[config.mk]
export PLATFORM = sky130hd
export DESIGN_NAME = button_debounce_long_press
export DESIGN_NICKNAME = d
export VERILOG_FILES = /design/src/rtl/bdlp_pkg.sv /design/src/rtl/bdlp_cfg_regs.sv /design/src/rtl/bdlp_core.sv /design/src/rtl/button_debounce_long_press.sv
export SDC_FILE = /design/constraint.sdc
export NUM_CORES = 1
export LEC_CHECK = 0
export ABC_AREA = 1
export BUFFER_PORTS_ARGS = -buffer_cell sky130_fd_sc_hd__clkbuf_2
export CAP_MARGIN = 25
export CORE_AREA = 10 10 146 148
export CTS_CLUSTER_DIAMETER = 40
export DETAILED_ROUTE_END_ITERATION = 6
export DIE_AREA = 0 0 156 158
export GPL_TIMING_DRIVEN = 0
export PLACE_DENSITY_LB_ADDON = 0.2
export SLEW_MARGIN = 40
export SYNTH_ARGS = -nofsm -noshare
export SYNTH_HDL_FRONTEND = slang
export SYNTH_HIERARCHICAL = 1
export SYNTH_SLANG_ARGS = --single-unit
[constraint.sdc]
create_clock -name clk -period 4.4 [get_ports clk]
set_input_delay 0.44 -clock clk [delete_from_list [all_inputs] [get_ports clk]]
set_output_delay 0.44 -clock clk [all_outputs]
set_load 0.01 [all_outputs]
[src/rtl/bdlp_pkg.sv]
package bdlp_pkg;

  // Event codes reported with each sample
  typedef enum logic [2:0] {
    EV_IDLE     = 3'd0,
    EV_PRESSED  = 3'd1,
    EV_RELEASED = 3'd2,
    EV_HELD     = 3'd3,
    EV_NA       = 3'd4
  } event_t;

  // Configuration register indexes
  localparam logic [1:0] REG_ENABLE     = 2'd0;
  localparam logic [1:0] REG_PULL_UP    = 2'd1;
  localparam logic [1:0] REG_DEBOUNCE   = 2'd2;
  localparam logic [1:0] REG_LONG_PRESS = 2'd3;

  localparam int unsigned TIME_W   = 16;
  localparam int unsigned IDX_W    = 2;
  localparam int unsigned IN_DW    = 24;
  localparam int unsigned OUT_DW   = 8;

  localparam logic [TIME_W-1:0] DEBOUNCE_RST   = 16'd50;
  localparam logic [TIME_W-1:0] LONG_PRESS_RST = 16'd1000;

  typedef struct packed {
    logic              enable;
    logic              pull_up;
    logic [TIME_W-1:0] settle_ms;
    logic [TIME_W-1:0] long_press_ms;
  } cfg_t;

  typedef struct packed {
    logic [TIME_W-1:0] now_ms;
    logic              raw_level;
    logic              clear_hold;
  } sample_t;

  typedef struct packed {
    event_t event_res;
    logic   was_held;
    logic   holding;
  } result_t;

endpackage

[src/rtl/bdlp_cfg_regs.sv]
module bdlp_cfg_regs (
  input  logic                         clk,
  input  logic                         rst_n,
  input  logic                         cfg_we,
  input  logic [bdlp_pkg::IDX_W-1:0]   cfg_index,
  input  logic [bdlp_pkg::TIME_W-1:0]  cfg_data,
  output bdlp_pkg::cfg_t               cfg,
  output logic                         pull_up_wr
);

  bdlp_pkg::cfg_t cfg_r;

  assign cfg        = cfg_r;
  assign pull_up_wr = cfg_we && (cfg_index == bdlp_pkg::REG_PULL_UP);

  // Hold the control registers, update on a write
  always_ff @(posedge clk) begin
    if (!rst_n) begin
      cfg_r.enable        <= 1'b0;
      cfg_r.pull_up       <= 1'b0;
      cfg_r.settle_ms     <= bdlp_pkg::DEBOUNCE_RST;
      cfg_r.long_press_ms <= bdlp_pkg::LONG_PRESS_RST;
    end else if (cfg_we) begin
      case (cfg_index)
        bdlp_pkg::REG_ENABLE:     cfg_r.enable        <= cfg_data[0];
        bdlp_pkg::REG_PULL_UP:    cfg_r.pull_up       <= cfg_data[0];
        bdlp_pkg::REG_DEBOUNCE:   cfg_r.settle_ms     <= cfg_data;
        bdlp_pkg::REG_LONG_PRESS: cfg_r.long_press_ms <= cfg_data;
        default: ;
      endcase
    end
  end

endmodule

[src/rtl/bdlp_core.sv]
module bdlp_core (
  input  logic                clk,
  input  logic                rst_n,
  input  bdlp_pkg::cfg_t      cfg,
  input  logic                pull_up_wr,
  input  logic                pull_up_val,
  input  logic                fire,
  input  bdlp_pkg::sample_t   smp,
  output bdlp_pkg::result_t   res
);

  logic                        last_raw_r, last_raw_nxt;
  logic                        stable_r, stable_nxt;
  logic [bdlp_pkg::TIME_W-1:0] change_time_r, change_time_nxt;
  logic [bdlp_pkg::TIME_W-1:0] press_start_r, press_start_nxt;
  logic                        hold_mark_r, hold_mark_nxt;
  logic                        holding_r, holding_nxt;

  logic [bdlp_pkg::TIME_W-1:0] since_change;
  logic [bdlp_pkg::TIME_W-1:0] since_press;
  logic                        settled;
  bdlp_pkg::event_t            ev;

  // Elapsed times wrap modulo the timestamp width
  assign since_change = smp.now_ms - change_time_nxt;
  assign since_press  = smp.now_ms - press_start_r;

  // Evaluate one sample against the stored button state
  always_comb begin
    last_raw_nxt    = last_raw_r;
    stable_nxt      = stable_r;
    change_time_nxt = change_time_r;
    press_start_nxt = press_start_r;
    hold_mark_nxt   = smp.clear_hold ? 1'b0 : hold_mark_r;
    holding_nxt     = holding_r;
    settled         = 1'b0;
    ev              = bdlp_pkg::EV_IDLE;

    if (!cfg.enable) begin
      ev = bdlp_pkg::EV_NA;
    end else begin
      // Restart the debounce timer on a raw edge
      if (smp.raw_level != last_raw_r) begin
        change_time_nxt = smp.now_ms;
        last_raw_nxt    = smp.raw_level;
      end
      // Accept a level that stayed put long enough
      if ((since_change > cfg.settle_ms) && (smp.raw_level != stable_r)) begin
        stable_nxt = smp.raw_level;
        settled    = 1'b1;
        if (smp.raw_level ^ cfg.pull_up) begin
          press_start_nxt = smp.now_ms;
          hold_mark_nxt   = 1'b0;
          ev              = bdlp_pkg::EV_PRESSED;
        end else begin
          holding_nxt = 1'b0;
          ev          = bdlp_pkg::EV_RELEASED;
        end
      end
      // Report a long press while the stable level stays active
      if (!settled && (stable_r ^ cfg.pull_up) && (since_press >= cfg.long_press_ms)) begin
        holding_nxt   = 1'b1;
        hold_mark_nxt = 1'b1;
        ev            = bdlp_pkg::EV_HELD;
      end
    end
  end

  assign res.event_res = ev;
  assign res.was_held  = hold_mark_nxt;
  assign res.holding   = holding_nxt;

  // Advance the state on each processed request; a mode change reloads the levels
  always_ff @(posedge clk) begin
    if (!rst_n) begin
      last_raw_r    <= 1'b0;
      stable_r      <= 1'b0;
      change_time_r <= '0;
      press_start_r <= '0;
      hold_mark_r   <= 1'b0;
      holding_r     <= 1'b0;
    end else if (pull_up_wr) begin
      last_raw_r <= pull_up_val;
      stable_r   <= pull_up_val;
    end else if (fire) begin
      last_raw_r    <= last_raw_nxt;
      stable_r      <= stable_nxt;
      change_time_r <= change_time_nxt;
      press_start_r <= press_start_nxt;
      hold_mark_r   <= hold_mark_nxt;
      holding_r     <= holding_nxt;
    end
  end

endmodule

[src/rtl/button_debounce_long_press.sv]
// Channel  Ports                       Payload
// -------  --------------------------  ---------------------------------------------
// in       in_tvalid/in_tready/tdata   now_ms[15:0] raw_level[16] clear_hold[17]
// out      out_tvalid/out_tready/tdata event_res[2:0] was_held[3] holding[4]
// cfg      cfg_we/cfg_index/cfg_data   0 enable, 1 pull_up, 2 settle_ms, 3 long_press_ms
//
// One sample per clock sustained while out_tready stays high; two register stages
// (input register, then the evaluation into the result register), and a stall on
// out_tready can keep the accepted request waiting in the input register.
// The state update and the result are computed in the same single cycle.
// Reset is synchronous on rst_n and empties both pipeline registers.
// A stall on out_tready holds the result register; the input register still
// takes a request when the result register is free or being drained.
module button_debounce_long_press (
  input  logic                         clk,
  input  logic                         rst_n,
  input  logic                         in_tvalid,
  output logic                         in_tready,
  input  logic [bdlp_pkg::IN_DW-1:0]   in_tdata,   // now_ms, raw_level, clear_hold
  output logic                         out_tvalid,
  input  logic                         out_tready,
  output logic [bdlp_pkg::OUT_DW-1:0]  out_tdata,  // event_res, was_held, holding
  input  logic                         cfg_we,
  input  logic [bdlp_pkg::IDX_W-1:0]   cfg_index,
  input  logic [bdlp_pkg::TIME_W-1:0]  cfg_data
);

  bdlp_pkg::cfg_t    cfg;
  logic              pull_up_wr;
  logic              in_valid_r;
  bdlp_pkg::sample_t in_smp_r;
  logic              out_valid_r;
  bdlp_pkg::result_t out_res_r;
  bdlp_pkg::result_t res;
  logic              fire;

  bdlp_cfg_regs u_cfg (
    .clk        (clk),
    .rst_n      (rst_n),
    .cfg_we     (cfg_we),
    .cfg_index  (cfg_index),
    .cfg_data   (cfg_data),
    .cfg        (cfg),
    .pull_up_wr (pull_up_wr)
  );

  bdlp_core u_core (
    .clk         (clk),
    .rst_n       (rst_n),
    .cfg         (cfg),
    .pull_up_wr  (pull_up_wr),
    .pull_up_val (cfg_data[0]),
    .fire        (fire),
    .smp         (in_smp_r),
    .res         (res)
  );

  // Move the held request on when the result register can take it
  assign fire      = in_valid_r && (!out_valid_r || out_tready);
  assign in_tready = !in_valid_r || fire;

  always_ff @(posedge clk) begin
    if (!rst_n) begin
      in_valid_r <= 1'b0;
    end else if (in_tready) begin
      in_valid_r <= in_tvalid;
    end
  end

  always_ff @(posedge clk) begin
    if (in_tready && in_tvalid) begin
      in_smp_r.now_ms     <= in_tdata[15:0];
      in_smp_r.raw_level  <= in_tdata[16];
      in_smp_r.clear_hold <= in_tdata[17];
    end
  end

  // Result register: load on fire, drop when taken
  always_ff @(posedge clk) begin
    if (!rst_n) begin
      out_valid_r <= 1'b0;
    end else if (fire) begin
      out_valid_r <= 1'b1;
    end else if (out_tready) begin
      out_valid_r <= 1'b0;
    end
  end

  always_ff @(posedge clk) begin
    if (fire) begin
      out_res_r <= res;
    end
  end

  assign out_tvalid = out_valid_r;
  assign out_tdata  = {3'b000, out_res_r.holding, out_res_r.was_held, out_res_r.event_res};

endmodule

Word level (Yosys, flattened, before mapping)
Cells that the tools add are included. W data, S select, Z words.

Word-level logic and storage cells: 81. Memories kept: 0. Bits in writable memories: 0. Memory bits (read-only): 0. Bits in registers: 95. Output and inout bits: 10. Latch bits: 0. Bits of input ports: 47.

Add/subtract/negate cells: 2. Div/mod/pow operators: 0. Eq/ne operators: 5. Multipliers: 0. Muxes and demuxes: 26. Shift-type cells: 0. Reduce and logical (&&, ||, !) cells: 25. Bitwise logic cells: 3. Magnitude comparators: 2.

Operators with widths (number): $mux W16 (2); $sub A16 B16 Y16 (2); $mux W1 (21); $ge A16 B16 Y1 (1); $gt A16 B16 Y1 (1); $reduce_and A2 Y1 (5); $reduce_bool A2 Y1 (5); $logic_and A1 B1 Y1 (6); $mux W3 (2); $reduce_and A3 Y1 (2); $reduce_and A5 Y1 (1); $eq A2 B2 Y1 const B (2); $logic_not A1 Y1 (3); $eq A2 B1 Y1 const B (1); $logic_not A2 Y1 (1); $logic_or A1 B1 Y1 (2); $mux W2 (1); $ne A1 B1 Y1 (2); $xor A1 B1 Y1 (2); $not A1 Y1 (1).

Depth between registers and ports, before layout
Gate-level depths: netlist of run 1.

Depth after elaboration: 13. Mapped depth: 29. Gate-level depth less buffers: 27.

Modules after synthesis
The synthesis of run 1 kept the hierarchy.

Modules (own cells, without submodules): bdlp_core (area an instance 4166.5 um2, instances 1, seq. area each 720.7 um2, cells an instance 673); bdlp_cfg_regs (area an instance 1370.1 um2, instances 1, seq. area each 680.7 um2, cells an instance 205); button_debounce_long_press (area an instance 812.0 um2, instances 1, seq. area each 730.7 um2, cells an instance 40).

Worst setup path before layout of run 1
No wires, ideal clock.

Kind: flip-flop to flip-flop. From: reg in_smp_r[1] (netlist name). To: reg u_core/press_start_r[6] (netlist name). Setup time: 0.113 ns. Slack: 0.749 ns. Cell stages (with the launch flop): 27. Arrival time: 3.538 ns. Buffers on the path: 2. Clock period less this slack: 3.651 ns. Required time: 4.287 ns. Path through: edfxtp_1 -> nand2_1 -> nand3_2 -> inv_1 -> buf_2 -> nand2_1 -> o21ai_0 -> ha_1 -> a21oi_1 -> o21ai_0 -> a221oi_1 -> nand2_1 -> nand2_1 -> nand2_1 -> ha_1 -> nand2_1 -> nor2_1 -> nand4_1 -> clkinv_1 -> nand2_1 -> nand2_2 -> nand3_1 -> nor2_2 -> buf_4 -> nand3_1 -> nand2_1 -> nor2_1.

Longest elaborated chain between the ends: 7. Elaborated cells between the ends (all ways): 9. Classes of those cells: 1 x add/sub; 1 x order compare; 2 x eq/ne; 2 x mux; 1 x bitwise; 2 x reduce/logical.

RTL lines: from (decl) (RTL line button_debounce_long_press.sv:31) `bdlp_pkg::sample_t in_smp_r;`; $ne A1 B1 Y1 (RTL line bdlp_core.sv:43) `if (smp.raw_level != last_raw_r) begin`; $mux W16 (RTL line bdlp_core.sv:43); $mux W16 (RTL line bdlp_core.sv:39) `if (!cfg.enable) begin`; $sub A16 B16 Y16 (RTL line bdlp_core.sv:25) `assign since_change = smp.now_ms - change_time_nxt;`; $gt A16 B16 Y1 (RTL line bdlp_core.sv:48) `if ((since_change > cfg.settle_ms) && (smp.raw_level != stable_r)) begin`; $logic_and A1 B1 Y1 (RTL line bdlp_core.sv:48); $reduce_and A5 Y1 (no line) *; to (signal assigned) (RTL line bdlp_core.sv:89) `press_start_r <= press_start_nxt;`; to (decl) (RTL line bdlp_core.sv:15) `logic [bdlp_pkg::TIME_W-1:0] press_start_r, press_start_nxt;`.

Mark *: on every way between the ends. The rest lies on a longest branch, timed or not. A chain may end at the register's enable or synchronous reset.

Worst setup path in the final report of run 1
From: reg in_smp_r[1] (netlist name). To: reg u_core/press_start_r[10] (netlist name).

Same word-level chain as after synthesis.

==> impl_metrics.env, run 1 <==
export IMPL_die_area_sq_um=24600
export IMPL_crit_type="flip-flop to flip-flop"
export IMPL_cts_hold_buffers=0
export IMPL_clkSinkCount=95
export IMPL_synthTopCellsByArea="dfxtp_1 23%, nand2_1 13%, ha_1 11%"
export IMPL_crit_fanout=10
export IMPL_peakVddDrop_v=0.000179
export IMPL_p_total_mw=2.35
export IMPL_finalMaxSlewViolations=0
export IMPL_rr_startpoint="in_smp_r[1]"
export IMPL_post_route_period_util_pct=93.0
export IMPL_cp_end_kind="flip-flop"
export IMPL_hold_violations=0
export IMPL_routed_via_density=4.48
export IMPL_final_nets=1092
export IMPL_routed_wl_um=15900
export IMPL_maxCapViolCount=0
export IMPL_clock_path_buffers=2
export IMPL_overflow=0
export IMPL_synth_avg_cell_area_sq_um=6.92
export IMPL_p_comb_share_pct=26.4
export IMPL_worst_path_max_delay_cell="edfxtp_1"
export IMPL_sw_frac_of_total_pct=33.0
export IMPL_finalWorstSetupSlack_ns=0.306
export IMPL_synth_top_cell_area_share_pct=22.7
export IMPL_gp_congestion=0.831
export IMPL_use_met1_pct=17.6
export IMPL_min_path_type="input port to flip-flop"
export IMPL_yosys_area_top_type="dfxtp_1"
export IMPL_cp_start_kind="flip-flop"
export IMPL_first_pass_iters=5
export IMPL_async_flop_share_pct=0
export IMPL_area_growth_pct=15.4
export IMPL_drtAntennaViolNets=0
export IMPL_period_minus_slack_ns=4.09
export IMPL_max_stage_delay_ns=0.44
export IMPL_crit_family="simple AND/OR/NAND/NOR gates"
export IMPL_clkTransAtPathRegs_ns=0.07
export IMPL_drive_above_1_share_pct=13.6
export IMPL_ys_flop_type="dfxtp_1"
export IMPL_ioPinCount=57
export IMPL_netlist_instances=918
export IMPL_slew_headroom_pct=50.9
export IMPL_internal_power_mw=1.57
export IMPL_switchingPower_mw=0.773
export IMPL_synthTopCellsByCount="226 x nand2_1, 163 x inv_1, 108 x nor2_1, 72 x dfxtp_1, 58 x ha_1"
export IMPL_min_from="in_tdata[15]"
export IMPL_seq_power_share_pct=41.5
export IMPL_core_rowCount=50
export IMPL_fp_dieW_um=156
export IMPL_crit_arrival_ns=4.35
export IMPL_clockRootBuffer="clkbuf_16"
export IMPL_gr_usage_met2_pct=20.6
export IMPL_powerDensity_nw_per_um2=320
export IMPL_vias=5482
export IMPL_crit_path_frequent_cell="nand2_1"
export IMPL_cp_data_required_time_ns=4.65
export IMPL_synth_edff_count=23
export IMPL_setup_violations=0
export IMPL_yosysSeqAreaShare_pct=33.6
export IMPL_port_buffers=47
export IMPL_ctsHtreeMaxLevel=3
export IMPL_crit_start="in_smp_r[1]"
export IMPL_grt_max_degree=19
export IMPL_fin_skew_ns=0.0108
export IMPL_core_sq_um=18500
export IMPL_leakagePower_nw=3.68
export IMPL_clk_insertion_delay_late_ns=0.35
export IMPL_grt_first_pass_wirelength_um=26000
export IMPL_grt_busiest_layer="met2"
export IMPL_die_h_um=158
export IMPL_synth_cell_types=39
export IMPL_netlist_area_sq_um=6350
export IMPL_outcome="complete, no violations"
export IMPL_timing_setup_tns_ns=0
export IMPL_fmax_mhz=244
export IMPL_wl_per_cell_um=13.0
export IMPL_grt_usage_pct=13.2
export IMPL_drtIter0Drc=249
export IMPL_tightest_slew_ns=0.736
export IMPL_antenna_cells=0
export IMPL_dp_slack_ns=-0.258
export IMPL_dp_hpwl_um=12800
export IMPL_p_clk_share_pct=32.1
export IMPL_ys_ff_latch=95
export IMPL_start_util_pct=34.4
export IMPL_worst_path_buf_inv=5
export IMPL_antenna_found_initial=0
export IMPL_remaining_drc_errors=0
export IMPL_ys_warn_count=6
export IMPL_grt_pass1_vias=5283
export IMPL_synth_most_common_cell="nand2_1"
export IMPL_cts_tree="done"
export IMPL_grt_use_met3_pct=2.93
export IMPL_cts_buffers_inserted=9
==> flip-flops by register name (all words and copies together) (netlist names), 5 cells and up <==
signal                cells
in_smp_r                 18
out_tdata                 5
u_cfg/cfg                34
u_core/change_time_r     16
u_core/press_start_r     16
==> area by class of cell <==
class                   count  area [sq um]
fillers                  1975         11100
multi-input cells         628          3520
flip-flops and latches     95          2130
inverters                 169           634
repair buffers             55           295
well taps                 234           293
clock buffers               9           225
plain buffers              28           175
clock inverters             7          52.6
==> timing repair <==
item,4_1_cts,5_1_grt
setup buffers,1,7
pin swaps,0,8
resized for setup,7,26
setup endpoints to repair,18,22
==> per-layer routing <==
| layer | up-vias | part of all wire [%] |
|---|---|---|
| li1 | 3014 | - |
| met1 | 2380 | 51 |
| met2 | 70 | 44 |
| met3 | 18 | 3.4 |
| met4 | 0 | 1.8 |
| met5 | - | 0 |
==> logic make-up after synthesis <==
kind of cell | count (synthesis) | synth area share, %
flip-flops | 95 | 33.6
AND/OR/NAND/NOR | 427 | 28.7
buffers and inverters | 197 | 12.6
adder cells (fa/ha/maj) | 59 | 11.7
XOR/XNOR | 23 | 3.17
other | 1 | 0.0591
AO/OA/AOI/OAI | 116 | 10.1
==> power groups by stage <==
stage / combinational, mW / clock [mW] / sequential [mW]
final: 0.620 / 0.752 / 0.973
after global routing: 0.723 / 0.809 / 0.979
after CTS: 0.602 / 0.778 / 0.972
after detailed placement: 0.595 / 0 / 0.991
after global placement: 0.585 / 0 / 0.991
after floorplan: 0.445 / 0 / 0.981
==> final timing paths <==
path                              endpoint  slack, ns  cells after the start
setup reg to reg  u_core/press_start_r[10]       0.31                     26
hold reg to reg               u_cfg/cfg[7]       0.48                      2
hold / removal                in_smp_r[17]       0.26                      1
setup / recovery  u_core/press_start_r[10]       0.31                     26
==> layout by cell type, fill, tap and decap left out, drive strengths merged, types with 5 or more instances in the layout <==
master and count:
nor2 113, buf 26, xnor2 5, nand4 7
nand3 63, a21oi 55, xor2 18, inv 172
nand2 234, o21ai 39, edfxtp 23, dfxtp 72
nor3 7, o211ai 10, ha 58, clkbuf 66
==> metrics by stage <==
stage / std cells / util, % / area (sq um) / hold WS (ns)
finish: 1225 / 39.7 / 7330 / 0.256
global route: 1225 / 39.7 / 7330 / 0.238
CTS: 1218 / 38.9 / 7180 / 0.240
detailed placement: 1201 / 37.3 / 6880 / 0.459
global placement: 1201 / 37.3 / 6880 / 0.459
floorplan: 920 / - / 6360 / 0.442
No activity file was read; power rests on OpenSTA's default activity.
==> run 2: changes to the inputs <==
--- a/config.mk
+++ b/config.mk
@@ -6,12 +6,12 @@
 export NUM_CORES = 1
 export LEC_CHECK = 0
 export ABC_AREA = 1
-export BUFFER_PORTS_ARGS = -buffer_cell sky130_fd_sc_hd__clkbuf_2
 export CAP_MARGIN = 25
 export CORE_AREA = 10 10 146 148
 export CTS_CLUSTER_DIAMETER = 40
 export DETAILED_ROUTE_END_ITERATION = 6
 export DIE_AREA = 0 0 156 158
+export DONT_BUFFER_PORTS = 1
 export GPL_TIMING_DRIVEN = 0
 export PLACE_DENSITY_LB_ADDON = 0.2
 export SLEW_MARGIN = 40
==> impl_metrics.env, run 2 (synthesis results as in run 1) <==
export IMPL_core_rowCount=50
export IMPL_wl_met1_um=7830
export IMPL_worst_path_max_delay_cell="edfxtp_1"
export IMPL_layout_commonest_cell="nand2_1"
export IMPL_cp_end_kind="flip-flop"
export IMPL_remaining_drc_errors=0
export IMPL_cts_buffers_inserted=9
export IMPL_grt_max_degree=19
export IMPL_vias=5276
export IMPL_largest_register_ffs=34
export IMPL_core_sq_um=18500
export IMPL_dp_slack_ns=-0.299
export IMPL_clkSinkCount=95
export IMPL_crit_family="simple AND/OR/NAND/NOR gates"
export IMPL_finalMaxSlewViolations=0
export IMPL_worst_path_buf_inv=4
export IMPL_route_met3_wl_um=725
export IMPL_min_path_type="input port to flip-flop"
export IMPL_routed_via_density=4.49
export IMPL_antenna_cells=0
export IMPL_antenna_found_initial=0
export IMPL_clkTransAtPathRegs_ns=0.07
export IMPL_cts_tree="done"
export IMPL_die_h_um=158
export IMPL_port_buffers=0
export IMPL_hold_path_depth=0
export IMPL_final_nets=1042
export IMPL_hold_violations=0
export IMPL_fmax_mhz=245
export IMPL_cp_start_kind="flip-flop"
export IMPL_setup_violations=0
export IMPL_wl_per_cell_um=13.3
export IMPL_peakVddDrop_v=0.000207
export IMPL_finalWorstSetupSlack_ns=0.318
export IMPL_cp_data_required_time_ns=4.66
export IMPL_grt_pass1_vias=5171
export IMPL_ctsHtreeMaxLevel=3
export IMPL_max_stage_delay_ns=0.44
export IMPL_clock_path_buffers=2
export IMPL_first_pass_iters=4
export IMPL_grt_first_pass_wirelength_um=26200
export IMPL_gp_congestion=0.834
export IMPL_crit_path_frequent_cell="nand2_1"
export IMPL_crit_type="flip-flop to flip-flop"
export IMPL_dr_max_layer_used="met4"
export IMPL_wl_met2_um=6750
export IMPL_clk_insertion_delay_late_ns=0.36
export IMPL_tightest_slew_ns=0.715
export IMPL_fp_dieW_um=156
export IMPL_period_minus_slack_ns=4.08
export IMPL_dp_hpwl_um=12800
export IMPL_path_depth=26
export IMPL_drtIter0Drc=266
export IMPL_timing_setup_tns_ns=0
export IMPL_fin_skew_ns=0.00980
export IMPL_routed_wl_um=15700
export IMPL_outcome="complete, no violations"
export IMPL_start_util_pct=34.4
export IMPL_area_growth_pct=12.0
export IMPL_powerDensity_nw_per_um2=336
export IMPL_drive_above_1_share_pct=8.93
export IMPL_mostFrequentLayoutCells="226 x nand2_1, 162 x inv_1, 107 x nor2_1"
export IMPL_drtAntennaViolNets=0
export IMPL_die_area_sq_um=24600
export IMPL_overflow=0
export IMPL_cts_hold_buffers=0
export IMPL_fillers=1937
export IMPL_rr_worst_depth=26
export IMPL_clockRootBuffer="clkbuf_16"
export IMPL_maxCapViolCount=0
export IMPL_post_route_period_util_pct=92.8
export IMPL_crit_arrival_ns=4.34
export IMPL_grt_usage_pct=13.4
export IMPL_slew_headroom_pct=52.3
export IMPL_leakagePower_nw=3.48
export IMPL_p_total_mw=2.39
export IMPL_ioPinCount=57
export IMPL_crit_fanout=10
[run 2: stage by stage]
stage	area [sq um]	hold slack (ns)	utilization, %	std cells
after global routing	7110	0.154	38.5	1175
after CTS	6990	0.155	37.9	1173
after detailed placement	6650	0.460	36.0	1154
final	7110	0.169	38.5	1175
after global placement	6650	0.460	36.0	1154
after floorplan	6360	0.442	-	920
[run 2: metal layers]
layer	global-route usage (%)	vias up
met5	0	-
met2	20.7	75
met1	17.5	2263
met3	2.90	20
met4	5.67	0
li1	-	2918
[run 2: what timing repair did]
item | in CTS | in global routing
gates resized for setup | 6 | 27
pin swaps | 2 | 5
buffers inserted | 3 | 2
setup endpoints to repair | 18 | 23
gates cloned | 0 | 0
[run 2: layout make-up]
class                      count  area, sq um  share of cell area, %
clock buffer                   9          225                   3.17
timing repair buffer           5         37.5                  0.528
sequential                    95         2130                   30.0
multi-input combinational    628         3530                   49.7
tap                          234          293                   4.12
clock inverter                 7         80.1                   1.13
buffer                        28          175                   2.46
inverter                     169          634                   8.92
[run 2: worst paths after layout]
| check | startpoint | endpoint | slack (ns) |
|---|---|---|---|
| min | in_tdata[17] | in_smp_r[0] | 0.17 |
| max | in_smp_r[1] | u_core/press_start_r[8] | 0.32 |
| min reg2reg | u_core/press_start_r[9] | u_core/press_start_r[9] | 0.48 |
| max reg2reg | in_smp_r[1] | u_core/press_start_r[8] | 0.32 |
[run 2: power by group]
part / internal, mW / leakage [nW] / switching, mW / total, mW
clock network: 0.449 / 0.148 / 0.368 / 0.817
registers: 0.939 / 0.810 / 0.0354 / 0.975
logic: 0.229 / 2.52 / 0.367 / 0.596
